<file path="src/hw/rtl/dual_pool_first_fit_allocator_defines.svh">
// Assertion macros for the allocator.
`ifndef DUAL_POOL_FIRST_FIT_ALLOCATOR_DEFINES_SVH
`define DUAL_POOL_FIRST_FIT_ALLOCATOR_DEFINES_SVH

// same-cycle implication
`define DPFA_ASSERT_IMP(label, clk, rst, ante, cons) \
  label: assert property (@(posedge clk) disable iff (rst) (ante) |-> (cons)) \
    else $error("dpfa assertion failed");

// next-cycle implication
`define DPFA_ASSERT_NXT(label, clk, rst, ante, cons) \
  label: assert property (@(posedge clk) disable iff (rst) (ante) |=> (cons)) \
    else $error("dpfa assertion failed");

`endif

</file>
<file path="src/hw/rtl/dpfa_pkg.sv">
`default_nettype none
package dpfa_pkg;

  localparam int CNT_W  = 25;
  localparam int BASE_W = 24;

  localparam logic [CNT_W-1:0] LEN_MAX = '1;

  localparam logic [1:0] CMD_ALLOC = 2'd0;
  localparam logic [1:0] CMD_FREE  = 2'd1;
  localparam logic [1:0] CMD_CLEAR = 2'd2;

  localparam logic [1:0] REG_MAX_VERTICES = 2'd0;
  localparam logic [1:0] REG_MAX_INDICES  = 2'd1;

  localparam logic [2:0] ST_OK       = 3'd0;
  localparam logic [2:0] ST_REJECTED = 3'd1;
  localparam logic [2:0] ST_VEXH     = 3'd2;
  localparam logic [2:0] ST_IEXH     = 3'd3;
  localparam logic [2:0] ST_FULL     = 3'd4;
  localparam logic [2:0] ST_IGNORED  = 3'd5;

  typedef struct packed {
    logic [1:0]        command;
    logic [CNT_W-1:0]  vertex_count;
    logic [CNT_W-1:0]  index_count;
    logic [BASE_W-1:0] vertex_start;
    logic [BASE_W-1:0] index_start;
    logic              alloc_valid;
  } in_beat_t;

  typedef struct packed {
    logic [2:0]        status;
    logic [BASE_W-1:0] vertex_base;
    logic [BASE_W-1:0] index_base;
    logic [CNT_W-1:0]  vertices_in_use;
    logic [CNT_W-1:0]  indices_in_use;
  } out_beat_t;

  typedef struct packed {
    logic [CNT_W-1:0] start;
    logic [CNT_W-1:0] len;
  } entry_t;

  typedef enum logic {POOL_V, POOL_I} pool_t;

  typedef enum logic [3:0] {
    S_IDLE, S_DISPATCH, S_TK_RD, S_TK_CHK, S_LC_RD, S_LC_CHK, S_LOC_DONE,
    S_SHL_RD, S_SHL_WR, S_SHR_RD, S_SHR_WR, S_NEXT, S_RESP
  } state_t;

  typedef enum logic [2:0] {
    PH_TAKE_V, PH_TAKE_I, PH_ROLLBACK, PH_CHK_V, PH_CHK_I, PH_FREE_V, PH_FREE_I
  } phase_t;

  typedef enum logic [4:0] {
    OP_IDLE, OP_LOAD, OP_START, OP_SCAN_RD, OP_TAKE_CHK, OP_LOC_CHK,
    OP_MERGE_BOTH, OP_MERGE_NEXT, OP_MERGE_PREV, OP_SHR_INIT, OP_SHR_RD,
    OP_SHR_WR, OP_INSERT, OP_SHL_RD, OP_SHL_WR, OP_SHL_END, OP_CLEAR,
    OP_FINISH, OP_OUT
  } dp_op_t;

  typedef struct packed {
    dp_op_t     op;
    pool_t      pool;
    logic       use_base;
    logic [2:0] status;
  } dp_cmd_t;

  typedef struct packed {
    logic [1:0] command;
    logic       pools_ready;
    logic       alloc_valid;
    logic       vc_zero;
    logic       ic_zero;
    logic       hit;
    logic       scan_end;
    logic       len_ge;
    logic       len_eq;
    logic       lt;
    logic       mn;
    logic       mp;
    logic       fits;
    logic       cnt_zero;
    logic       shl_more;
    logic       shr_more;
    logic       list_full;
    logic       out_full;
  } dp_stat_t;

  function automatic logic [CNT_W-1:0] sat_len(input logic [CNT_W+1:0] v);
    return (v > {2'b00, LEN_MAX}) ? LEN_MAX : v[CNT_W-1:0];
  endfunction

  function automatic logic [CNT_W-1:0] add_sat(input logic [CNT_W-1:0] a,
                                               input logic [CNT_W-1:0] b);
    logic [CNT_W:0] s;
    s = {1'b0, a} + {1'b0, b};
    return s[CNT_W] ? LEN_MAX : s[CNT_W-1:0];
  endfunction

endpackage
`default_nettype wire

</file>
<file path="src/hw/rtl/dpfa_ctrl.sv">
`default_nettype none
module dpfa_ctrl (
  input  wire logic               clk,
  input  wire logic               rst,
  input  wire logic               in_valid,
  output logic                    in_ready,
  input  wire logic               out_ready,
  input  wire dpfa_pkg::dp_stat_t stat,
  output dpfa_pkg::dp_cmd_t       cmd
);

  dpfa_pkg::state_t state, state_next;
  dpfa_pkg::phase_t phase, phase_next;

  logic reject;
  logic chk_ok;
  logic apply_phase;

  assign reject = !stat.pools_ready || stat.vc_zero || stat.ic_zero;
  assign chk_ok = stat.cnt_zero || stat.fits;
  assign apply_phase = (phase == dpfa_pkg::PH_ROLLBACK) || (phase == dpfa_pkg::PH_FREE_V) ||
                       (phase == dpfa_pkg::PH_FREE_I);

  always_ff @(posedge clk) begin
    if (rst) begin
      state <= dpfa_pkg::S_IDLE;
      phase <= dpfa_pkg::PH_TAKE_V;
    end else begin
      state <= state_next;
      phase <= phase_next;
    end
  end

  always_comb begin
    state_next = state;
    phase_next = phase;
    unique case (state)
      dpfa_pkg::S_IDLE: if (in_valid) state_next = dpfa_pkg::S_DISPATCH;
      dpfa_pkg::S_DISPATCH: begin
        priority if (stat.command == dpfa_pkg::CMD_ALLOC) begin
          if (reject) begin
            state_next = dpfa_pkg::S_RESP;
          end else begin
            phase_next = dpfa_pkg::PH_TAKE_V;
            state_next = dpfa_pkg::S_TK_RD;
          end
        end else if (stat.command == dpfa_pkg::CMD_FREE) begin
          if (!stat.alloc_valid) begin
            state_next = dpfa_pkg::S_RESP;
          end else begin
            phase_next = dpfa_pkg::PH_CHK_V;
            state_next = dpfa_pkg::S_LC_RD;
          end
        end else begin
          state_next = dpfa_pkg::S_RESP;
        end
      end
      dpfa_pkg::S_TK_RD: state_next = stat.scan_end ? dpfa_pkg::S_NEXT : dpfa_pkg::S_TK_CHK;
      dpfa_pkg::S_TK_CHK: begin
        priority if (stat.len_ge && stat.len_eq) state_next = dpfa_pkg::S_SHL_RD;
        else if (stat.len_ge) state_next = dpfa_pkg::S_NEXT;
        else state_next = dpfa_pkg::S_TK_RD;
      end
      dpfa_pkg::S_LC_RD: state_next = stat.scan_end ? dpfa_pkg::S_LOC_DONE : dpfa_pkg::S_LC_CHK;
      dpfa_pkg::S_LC_CHK: state_next = stat.lt ? dpfa_pkg::S_LC_RD : dpfa_pkg::S_LOC_DONE;
      dpfa_pkg::S_LOC_DONE: begin
        if (apply_phase) begin
          priority if (stat.cnt_zero || !stat.fits) state_next = dpfa_pkg::S_NEXT;
          else if (stat.mn && stat.mp) state_next = dpfa_pkg::S_SHL_RD;
          else if (stat.mn || stat.mp) state_next = dpfa_pkg::S_NEXT;
          else state_next = dpfa_pkg::S_SHR_RD;
        end else if (!chk_ok) begin
          state_next = dpfa_pkg::S_RESP;
        end else begin
          phase_next = (phase == dpfa_pkg::PH_CHK_V) ? dpfa_pkg::PH_CHK_I : dpfa_pkg::PH_FREE_V;
          state_next = dpfa_pkg::S_LC_RD;
        end
      end
      dpfa_pkg::S_SHL_RD: state_next = stat.shl_more ? dpfa_pkg::S_SHL_WR : dpfa_pkg::S_NEXT;
      dpfa_pkg::S_SHL_WR: state_next = dpfa_pkg::S_SHL_RD;
      dpfa_pkg::S_SHR_RD: state_next = stat.shr_more ? dpfa_pkg::S_SHR_WR : dpfa_pkg::S_NEXT;
      dpfa_pkg::S_SHR_WR: state_next = dpfa_pkg::S_SHR_RD;
      dpfa_pkg::S_NEXT: begin
        unique case (phase)
          dpfa_pkg::PH_TAKE_V: begin
            if (stat.hit) begin
              phase_next = dpfa_pkg::PH_TAKE_I;
              state_next = dpfa_pkg::S_TK_RD;
            end else begin
              state_next = dpfa_pkg::S_RESP;
            end
          end
          dpfa_pkg::PH_TAKE_I: begin
            if (stat.hit) begin
              state_next = dpfa_pkg::S_RESP;
            end else begin
              phase_next = dpfa_pkg::PH_ROLLBACK;
              state_next = dpfa_pkg::S_LC_RD;
            end
          end
          dpfa_pkg::PH_FREE_V: begin
            phase_next = dpfa_pkg::PH_FREE_I;
            state_next = dpfa_pkg::S_LC_RD;
          end
          default: state_next = dpfa_pkg::S_RESP;
        endcase
      end
      dpfa_pkg::S_RESP: if (!stat.out_full || out_ready) state_next = dpfa_pkg::S_IDLE;
      default: state_next = dpfa_pkg::S_IDLE;
    endcase
  end

  always_comb begin
    in_ready = 1'b0;
    cmd.op = dpfa_pkg::OP_IDLE;
    cmd.pool = ((phase == dpfa_pkg::PH_TAKE_I) || (phase == dpfa_pkg::PH_CHK_I) ||
                (phase == dpfa_pkg::PH_FREE_I)) ? dpfa_pkg::POOL_I : dpfa_pkg::POOL_V;
    cmd.use_base = (phase == dpfa_pkg::PH_ROLLBACK);
    cmd.status = dpfa_pkg::ST_OK;
    unique case (state)
      dpfa_pkg::S_IDLE: begin
        in_ready = 1'b1;
        cmd.op = dpfa_pkg::OP_LOAD;
      end
      dpfa_pkg::S_DISPATCH: begin
        priority if (stat.command == dpfa_pkg::CMD_ALLOC) begin
          if (reject) begin
            cmd.op = dpfa_pkg::OP_FINISH;
            cmd.status = dpfa_pkg::ST_REJECTED;
          end else begin
            cmd.op = dpfa_pkg::OP_START;
          end
        end else if (stat.command == dpfa_pkg::CMD_FREE) begin
          if (!stat.alloc_valid) begin
            cmd.op = dpfa_pkg::OP_FINISH;
            cmd.status = dpfa_pkg::ST_IGNORED;
          end else begin
            cmd.op = dpfa_pkg::OP_START;
          end
        end else if (stat.command == dpfa_pkg::CMD_CLEAR) begin
          cmd.op = dpfa_pkg::OP_CLEAR;
        end else begin
          cmd.op = dpfa_pkg::OP_FINISH;
          cmd.status = dpfa_pkg::ST_IGNORED;
        end
      end
      dpfa_pkg::S_TK_RD, dpfa_pkg::S_LC_RD:
        if (!stat.scan_end) cmd.op = dpfa_pkg::OP_SCAN_RD;
      dpfa_pkg::S_TK_CHK: cmd.op = dpfa_pkg::OP_TAKE_CHK;
      dpfa_pkg::S_LC_CHK: cmd.op = dpfa_pkg::OP_LOC_CHK;
      dpfa_pkg::S_LOC_DONE: begin
        if (apply_phase) begin
          priority if (stat.cnt_zero || !stat.fits) cmd.op = dpfa_pkg::OP_IDLE;
          else if (stat.mn && stat.mp) cmd.op = dpfa_pkg::OP_MERGE_BOTH;
          else if (stat.mn) cmd.op = dpfa_pkg::OP_MERGE_NEXT;
          else if (stat.mp) cmd.op = dpfa_pkg::OP_MERGE_PREV;
          else cmd.op = dpfa_pkg::OP_SHR_INIT;
        end else if (chk_ok) begin
          cmd.op = dpfa_pkg::OP_START;
        end else begin
          cmd.op = dpfa_pkg::OP_FINISH;
          cmd.status = dpfa_pkg::ST_FULL;
        end
      end
      dpfa_pkg::S_SHL_RD:
        cmd.op = stat.shl_more ? dpfa_pkg::OP_SHL_RD : dpfa_pkg::OP_SHL_END;
      dpfa_pkg::S_SHL_WR: cmd.op = dpfa_pkg::OP_SHL_WR;
      dpfa_pkg::S_SHR_RD:
        cmd.op = stat.shr_more ? dpfa_pkg::OP_SHR_RD : dpfa_pkg::OP_INSERT;
      dpfa_pkg::S_SHR_WR: cmd.op = dpfa_pkg::OP_SHR_WR;
      dpfa_pkg::S_NEXT: begin
        unique case (phase)
          dpfa_pkg::PH_TAKE_V: begin
            if (stat.hit) begin
              cmd.op = dpfa_pkg::OP_START;
            end else begin
              cmd.op = dpfa_pkg::OP_FINISH;
              cmd.status = dpfa_pkg::ST_VEXH;
            end
          end
          dpfa_pkg::PH_TAKE_I: cmd.op = stat.hit ? dpfa_pkg::OP_FINISH : dpfa_pkg::OP_START;
          dpfa_pkg::PH_ROLLBACK: begin
            cmd.op = dpfa_pkg::OP_FINISH;
            cmd.status = dpfa_pkg::ST_IEXH;
          end
          dpfa_pkg::PH_FREE_V: cmd.op = dpfa_pkg::OP_START;
          dpfa_pkg::PH_FREE_I: cmd.op = dpfa_pkg::OP_FINISH;
          default: begin
            cmd.op = dpfa_pkg::OP_FINISH;
            cmd.status = dpfa_pkg::ST_IGNORED;
          end
        endcase
      end
      dpfa_pkg::S_RESP: if (!stat.out_full || out_ready) cmd.op = dpfa_pkg::OP_OUT;
      default: cmd.op = dpfa_pkg::OP_IDLE;
    endcase
  end

endmodule
`default_nettype wire

</file>
<file path="config.mk">
export PLATFORM = sky130hd
export DESIGN_NAME = dpfa_ctrl
export DESIGN_NICKNAME = d
export VERILOG_FILES = /design/src/hw/rtl/dual_pool_first_fit_allocator_defines.svh /design/src/hw/rtl/dpfa_pkg.sv /design/src/hw/rtl/dpfa_ctrl.sv
export SDC_FILE = /design/constraint.sdc
export NUM_CORES = 1
export LEC_CHECK = 0
export BUFFER_PORTS_ARGS = -buffer_cell sky130_fd_sc_hd__buf_2
export CAP_MARGIN = 20
export CORE_UTILIZATION = 54
export DETAILED_ROUTE_END_ITERATION = 6
export PLACE_DENSITY = 0.87
export SYNTH_ARGS = -nofsm -noshare
export SYNTH_HDL_FRONTEND = slang
export SYNTH_SLANG_ARGS = --single-unit
</file>
<file path="constraint.sdc">
create_clock -name clk -period 6.2 [get_ports clk]
set_input_delay 0.93 -clock clk [delete_from_list [all_inputs] [get_ports clk]]
set_output_delay 0.93 -clock clk [all_outputs]
set_load 0.02 [all_outputs]
</file>
# Word level (Yosys, flattened, before mapping)
# Cells that the tools add are included.
word_totals:
  register_bits: 7
  in_bits: 23
  output_inout_bits: 11
  wordCells: 119
op_classes:
  n_eq_ne: 30
  mux: 64
  reduce_logical: 23
op_table:
  columns: ["cell", "n"]
  rows:
  - ["4-bit 2-to-1 mux", 18]
  - ["5-bit one-hot mux with 12 select lines", 1]
  - ["4-bit one-hot mux with 13 select lines", 1]
  - ["3-bit 2-to-1 mux", 15]
  - ["5-bit 2-to-1 mux", 9]
  - ["3-bit one-hot mux with 3 select lines", 4]
  - ["4-bit == test, second input constant", 5]
  - ["4-bit by 3-bit == test with 1-bit output, second input constant", 4]
  - ["3-bit != test, second input constant", 5]
  - ["5-bit one-hot mux with 3 select lines", 1]
  - ["2-bit 2-to-1 mux", 7]
  - ["4-bit one-hot mux with 3 select lines", 1]
  - ["1-bit logical OR", 10]
  - ["3-bit == test, second input constant", 3]
  - ["9-bit AND reduction", 1]
  - ["4-bit by 2-bit == test with 1-bit output, second input constant", 2]
  - ["2-bit != test, second input constant", 4]
  - ["1-bit 2-to-1 mux", 7]
  - ["3-bit by 2-bit == test with 1-bit output, second input constant", 2]
  - ["4-bit by 1-bit == test with 1-bit output, second input constant", 1]
  - ["4-bit logical NOT", 1]
  - ["4-bit != test, second input constant", 1]
  - ["3-bit by 1-bit == test with 1-bit output, second input constant", 1]
  - ["1-bit logical NOT", 3]
  - ["9 further kinds", 10]

# Logic depth before layout (Yosys ltp)
# Gate-level depths: netlist of run 1.
depth:
  ltp_word: 6
  depth_mapped: 6
  mapped_depth_nobuf: 4

# Worst setup path before layout of run 1
# Ideal clock, no wire load.
synth_timing:
  path_type: "input-to-output"
  start: "input port stat[14] in the netlist's numbering"
  end: "output port cmd[9] in the netlist's numbering"
  arrival_time_ns: 2.059
  required_time_ns: 5.270
  setup_slack_ns: 3.211
  path_stages: 4
  n_path_buf: 0
  path_cell_list: "or3b_2 -> o311a_1 -> a21oi_1 -> nand3_1"
synth_lines:
  columns: ["element", "line_no", "source"]
  rows:
  - ["start, declared", "dpfa_ctrl.sv:8", "input wire dpfa_pkg::dp_stat_t stat,"]
  - ["end, declared", "dpfa_ctrl.sv:9", "output dpfa_pkg::dp_cmd_t cmd"]

==> results of run 1 <==
[layout by cell type (no fill, tap or decap), drive strengths merged, types with 5 or more instances in the layout]
master  netlist  routed
a21oi        10      10
a31oi         5       5
buf           7      32
dfxtp         7       7
nand2        11      11
nand2b        8       8
nand3         6       6
nor2         10      10
nor2b         9       9
o21ai         9       9
[how the worst max path moves through the flow]
stage | slack (ns) | cells past startpoint | endpoint
2_1_floorplan | 3.21 | 4 | cmd[9]
3_3_place_gp | 2.98 | 6 | cmd[6]
3_5_place_dp | 2.98 | 6 | cmd[9]
4_1_cts | 2.84 | 5 | cmd[6]
5_1_grt | 2.65 | 5 | cmd[9]
6_report | 2.82 | 5 | cmd[6]
[routing by layer]
layer / track usage / share of wire / up-vias / wire, um
met2: 0.538 / 0.48 / 73 / 1450
met4: 0.100 / 0.026 / 0 / 77
met1: 0.369 / 0.41 / 590 / 1250
met5: 0 / 0 / - / 0
met3: 0.0745 / 0.080 / 10 / 241
li1: - / - / 619 / -
[flip-flops by register name, summed over array words and instances, names as in the netlist]
name and flops:
state 4, phase 3
[cell type report]
cell class	count	area (um2)
well taps	25	31.3
repair buffers	32	160
inverters	5	18.8
multi-input cells	123	827
flip-flops and latches	7	140
fillers	183	561
clock buffers	4	26.3
[worst register-to-register path, stage by stage, from the launching register on]
cell and delay, ns:
dfxtp_1 0.70, and4bb_1 0.51, or4b_4 0.55, a221oi_4 0.33
mux2_4 0.33
[cells in the mapped netlist (3+ instances only)]
cell	n
nor4_1	3
or2_2	3
o21ai_0	9
a22o_1	3
nand3b_1	3
nand3_1	6
a31oi_1	5
dfxtp_1	7
nor2_1	10
a21oi_1	10
nor2b_1	9
inv_1	4
buf_1	3
nand2_1	11
nand2b_1	8
clkbuf_1	5
nand4b_1	3
[logic make-up after synthesis]
| kind of cell | count (synthesis) | share of synthesized area |
|---|---|---|
| xor+xnor | 2 | 0.0167 |
| flops | 7 | 0.134 |
| simple gates | 71 | 0.414 |
| compound gates | 48 | 0.334 |
| mux | 2 | 0.0239 |
| buf+inv | 17 | 0.0776 |
[metrics by stage]
step	utilization	std cells	instance area, um2	hold WS [ns]	setup WS (ns)
after floorplan	-	147	1050	0.506	3.21
after global placement	0.667	192	1180	0.548	2.98
after detailed placement	0.667	192	1180	0.574	2.98
after CTS	0.682	196	1200	0.578	2.84
after global routing	0.682	196	1200	0.594	2.65
final	0.682	196	1200	0.584	2.82
[power by group]
part | switching, mW | internal (mW)
registers | 0.0688 | 0.0627
logic | 0.180 | 0.138
clock network | 0.0181 | 0.0246
==> results.ini, run 1 <==
[clock_network]
cts_tree=built
ctsHoldBuffers=0
clk_latency_ns=0.26
cts_buffers=3
cts-root-buf=clkbuf_4
cts_resized=0
cts.htree.levels=1
clk_path_buf_depth=2
clock-sinks=7
clk_pin_slew_ns=0.05
postCtsSetupRepairBufs=0

[worst_setup_path]
reg2reg_to=phase[1]$_SDFFE_PP0P_
slowest_delay_ns=0.78
critical_path.max_fanout=24
cp-start-kind=flop
reg2reg_slack_ns=3.68
crit_buf_inv=1
path_class=reg2out
crit_required_ns=5.27
cp_slowest_cell=dfxtp_1
r2r_cells=4
crit_path_end_kind=primary output
crit_family=simple AND/OR/NAND/NOR gates
crit_chain=and4bb_1, o21ai_0, a21oi_1, or4b_2, buf_2
crit_arrival_ns=2.45
cp-startpoint=state[3]$_SDFFE_PP0P_
regToRegStartpoint=state[1]$_SDFFE_PP0P_

[floorplanning]
core_um2=1760
start_util=0.594
pin_count=34
num_rows=15
die_area_um2=2120
die_w_um=46.1
dieHeight_um=46.1

[final_layout]
diodes=0
area_growth_pct=14.8
nets=195
drive_above_1_share=0.257

[routing]
via_per_inst=6.59
wirelength_um=3020
drtIter0Drc=45
routedWlPerCell_um=15.4
vias=1292
drt_pass1_iterations=4
final_antenna_net_count=0
drc=0

[placement]
dp_hpwl_um=2280
place_congestion=0.962
numPortBuffers=32

[synth]
synth_cell_types=51
synth_edf_count=0
synth_warnings=0
syn_inst=147
synth.area.top_cells=dfxtp_1 13%, nor2b_1 5.4%, a21oi_1 4.8%
synth_top_area_cell=dfxtp_1
syn_nets=170
synth-main-ff-cell=dfxtp_1
synthArstFlopShare=0
ys_seq_area_frac=0.134
ys_ff_latch=7
syn_avg_cell_area_um2=7.13
yosys.area.top_type_share=0.134
syn_area_um2=1050

[timing]
post-route-period-util=0.545
rsz0062_at_grt=false
worstMarginPinSlew_ns=0.781
setup_tns_ns=0
setup_viol=0
max_slew_margin=0.472
skew_ns=0.00537
fmax_ghz=0.296
slew_violations=0
finalWorstPathRequiredPeriod_ns=3.38
hold_viol=0

[global_route]
grt_start_max_net_pins=25
first_global_vias=1096
overflow=0
antenna_found_initial=0
grt_pass1_wl_um=4740
grt.total_usage=0.309

[hold_path]
holdCritStartpoint=phase[0]$_SDFFE_PP0P_
hold_path_class=reg2reg
hold_depth=2
hold-path-endpoint=phase[0]$_SDFFE_PP0P_

[power_and_ir_drop]
p_per_area_nw_per_um2=409
total_power_mw=0.492
vdd_drop_max_mv=0.262
power.leakage_nw=0.473

[run_status]
status=finished, final reports clean

[run]
max_cap_violations=0

Power figures use the tool's default switching activity.
==> run 2, diff against run 1 <==
Settings changed: CORE_UTILIZATION 54 to 50, PLACE_DENSITY 0.87 to 0.82.
Clock period 6.2 ns to 3.34 ns, I/O delays scaled along.
==> run 2 against run 1 <==
Clock skew fell by 0.0033 ns. Combinational power up 87%. Global-route usage shrank 1.8 points. Critical path type unchanged. Clock power up 85%. Setup slack worse by 2.5 ns. First-iteration DRC count is 13% lower. Sequential power is 83% higher. Non-clock buffer count did not move. Critical path depth unchanged. Register-to-register slack worse by 2.8 ns.
==> results.ini, run 2 (synthesized netlist as in run 1, its figures left out) <==
[final_layout]
largest_register=state
layout_common_cells=32 x buf_2, 11 x nand2_1, 10 x nor2_1, 10 x a21oi_1
largest_reg_flops=4
top_regs=state: 4 flops, phase: 3 flops
final_common_cell=buf_2
area_growth_pct=15.0
nets=195
drive_above_1_share=0.257
diodes=0

[worst_setup_path]
critical_path.max_fanout=19
cp-startpoint=state[0]$_SDFFE_PP0P_
reg2reg_slack_ns=0.85
regToRegStartpoint=state[1]$_SDFFE_PP0P_
crit_arrival_ns=2.49
r2r_cells=4
crit_required_ns=2.84
cp-start-kind=flop
path_class=reg2out
crit_path_end_kind=primary output

[global_route]
top_usage_layer=met2
overflow=0
use_met3=0.0755
grtUsageMet2=0.484
antenna_found_initial=0
grt_pass1_wl_um=4740
grt_start_max_net_pins=25
grt.total_usage=0.292
use_met1=0.358
first_global_vias=1101

[hold_path]
hold_path_class=in2reg
holdCritStartpoint=rst
hold_depth=2

[timing]
hold_viol=0
skew_ns=0.00207
rsz0062_at_grt=false
max_slew_margin=0.388
fin_ws_ns=0.350
finalWorstPathRequiredPeriod_ns=2.99
slew_violations=0
worstMarginPinSlew_ns=0.905
setup_viol=0
post-route-period-util=0.895
setup_tns_ns=0
fmax_ghz=0.334

[routing]
drtIter0Drc=39
routedWlPerCell_um=15.5
via_per_inst=6.42
final_antenna_net_count=0
drc=0
drt_pass1_iterations=4
wirelength_um=3060
vias=1271

[run]
max_cap_violations=0

[floorplanning]
start_util=0.534
dieHeight_um=47.8
core_um2=1960
num_rows=16
die_area_um2=2280
pin_count=34
die_w_um=47.8

[power_and_ir_drop]
seq_power_share=0.263
p_switching_mw=0.497
vdd_drop_max_mv=0.469
clockPowerShare=0.087
power_switching_share=0.543
p_per_area_nw_per_um2=758
combPwrFrac=0.651
p_int_mw=0.417
power.leakage_nw=0.473

[clock_network]
clock-sinks=7
clk_pin_slew_ns=0.05
postCtsSetupRepairBufs=0
clk_path_buf_depth=2
cts.htree.levels=1
cts-root-buf=clkbuf_4
cts_buffers=3
cts_tree=built
clk_latency_ns=0.25
ctsHoldBuffers=0
cts_resized=0

[placement]
dp_hpwl_um=2360
numPortBuffers=32
dp_slack_ns=0.681
place_congestion=0.946

[run_status]
status=finished, final reports clean

run 2: cell counts in the layout (fill, tap and decap cells not counted):
Identical to the previous run, type by type.
run 2: metrics by stage:
step / power, mW / hold slack (ns) / instance area, um2 / std cells / utilization
2_1_floorplan: 0.687 / 0.506 / 1050 / 147 / -
3_3_place_gp: 0.816 / 0.561 / 1180 / 194 / 0.601
3_5_place_dp: 0.828 / 0.577 / 1180 / 194 / 0.601
4_1_cts: 0.909 / 0.516 / 1210 / 198 / 0.615
5_1_grt: 0.988 / 0.530 / 1210 / 198 / 0.615
6_report: 0.914 / 0.521 / 1210 / 198 / 0.615
run 2: cell type report:
cell class	count	area (um2)
inverters	5	18.8
repair buffers	32	160
clock buffers	4	26.3
well taps	27	33.8
flip-flops and latches	7	140
multi-input cells	123	827
fillers	201	756
run 2: layer usage:
layer	routed length [um]	up-vias	share of wire
li1	-	614	-
met1	1300	580	0.42
met2	1450	64	0.47
met3	205	13	0.067
met4	109	0	0.036
met5	0	-	0
run 2: worst paths after layout:
kind / endpoint
max: cmd[9]
max reg2reg: phase[1]$_SDFFE_PP0P_
min: state[1]$_SDFFE_PP0P_
min reg2reg: phase[0]$_SDFFE_PP0P_
run 2: power by group through the flow:
| stage | clock, mW | sequential [mW] | combinational, mW |
|---|---|---|---|
| 5_1_grt | 0.0874 | 0.254 | 0.647 |
| 4_1_cts | 0.0804 | 0.237 | 0.591 |
| 6_report | 0.0791 | 0.240 | 0.595 |
| 3_5_place_dp | 0 | 0.239 | 0.589 |
| 3_3_place_gp | 0 | 0.235 | 0.582 |
| 2_1_floorplan | 0 | 0.137 | 0.550 |
run 2: worst max-delay path, cell delays in order (launching register included):
cell	delay, ns
dfxtp_1	0.67
nor4b_1	0.80
o311a_1	0.44
a21oi_1	0.07
nand3_1	0.10
buf_2	0.16
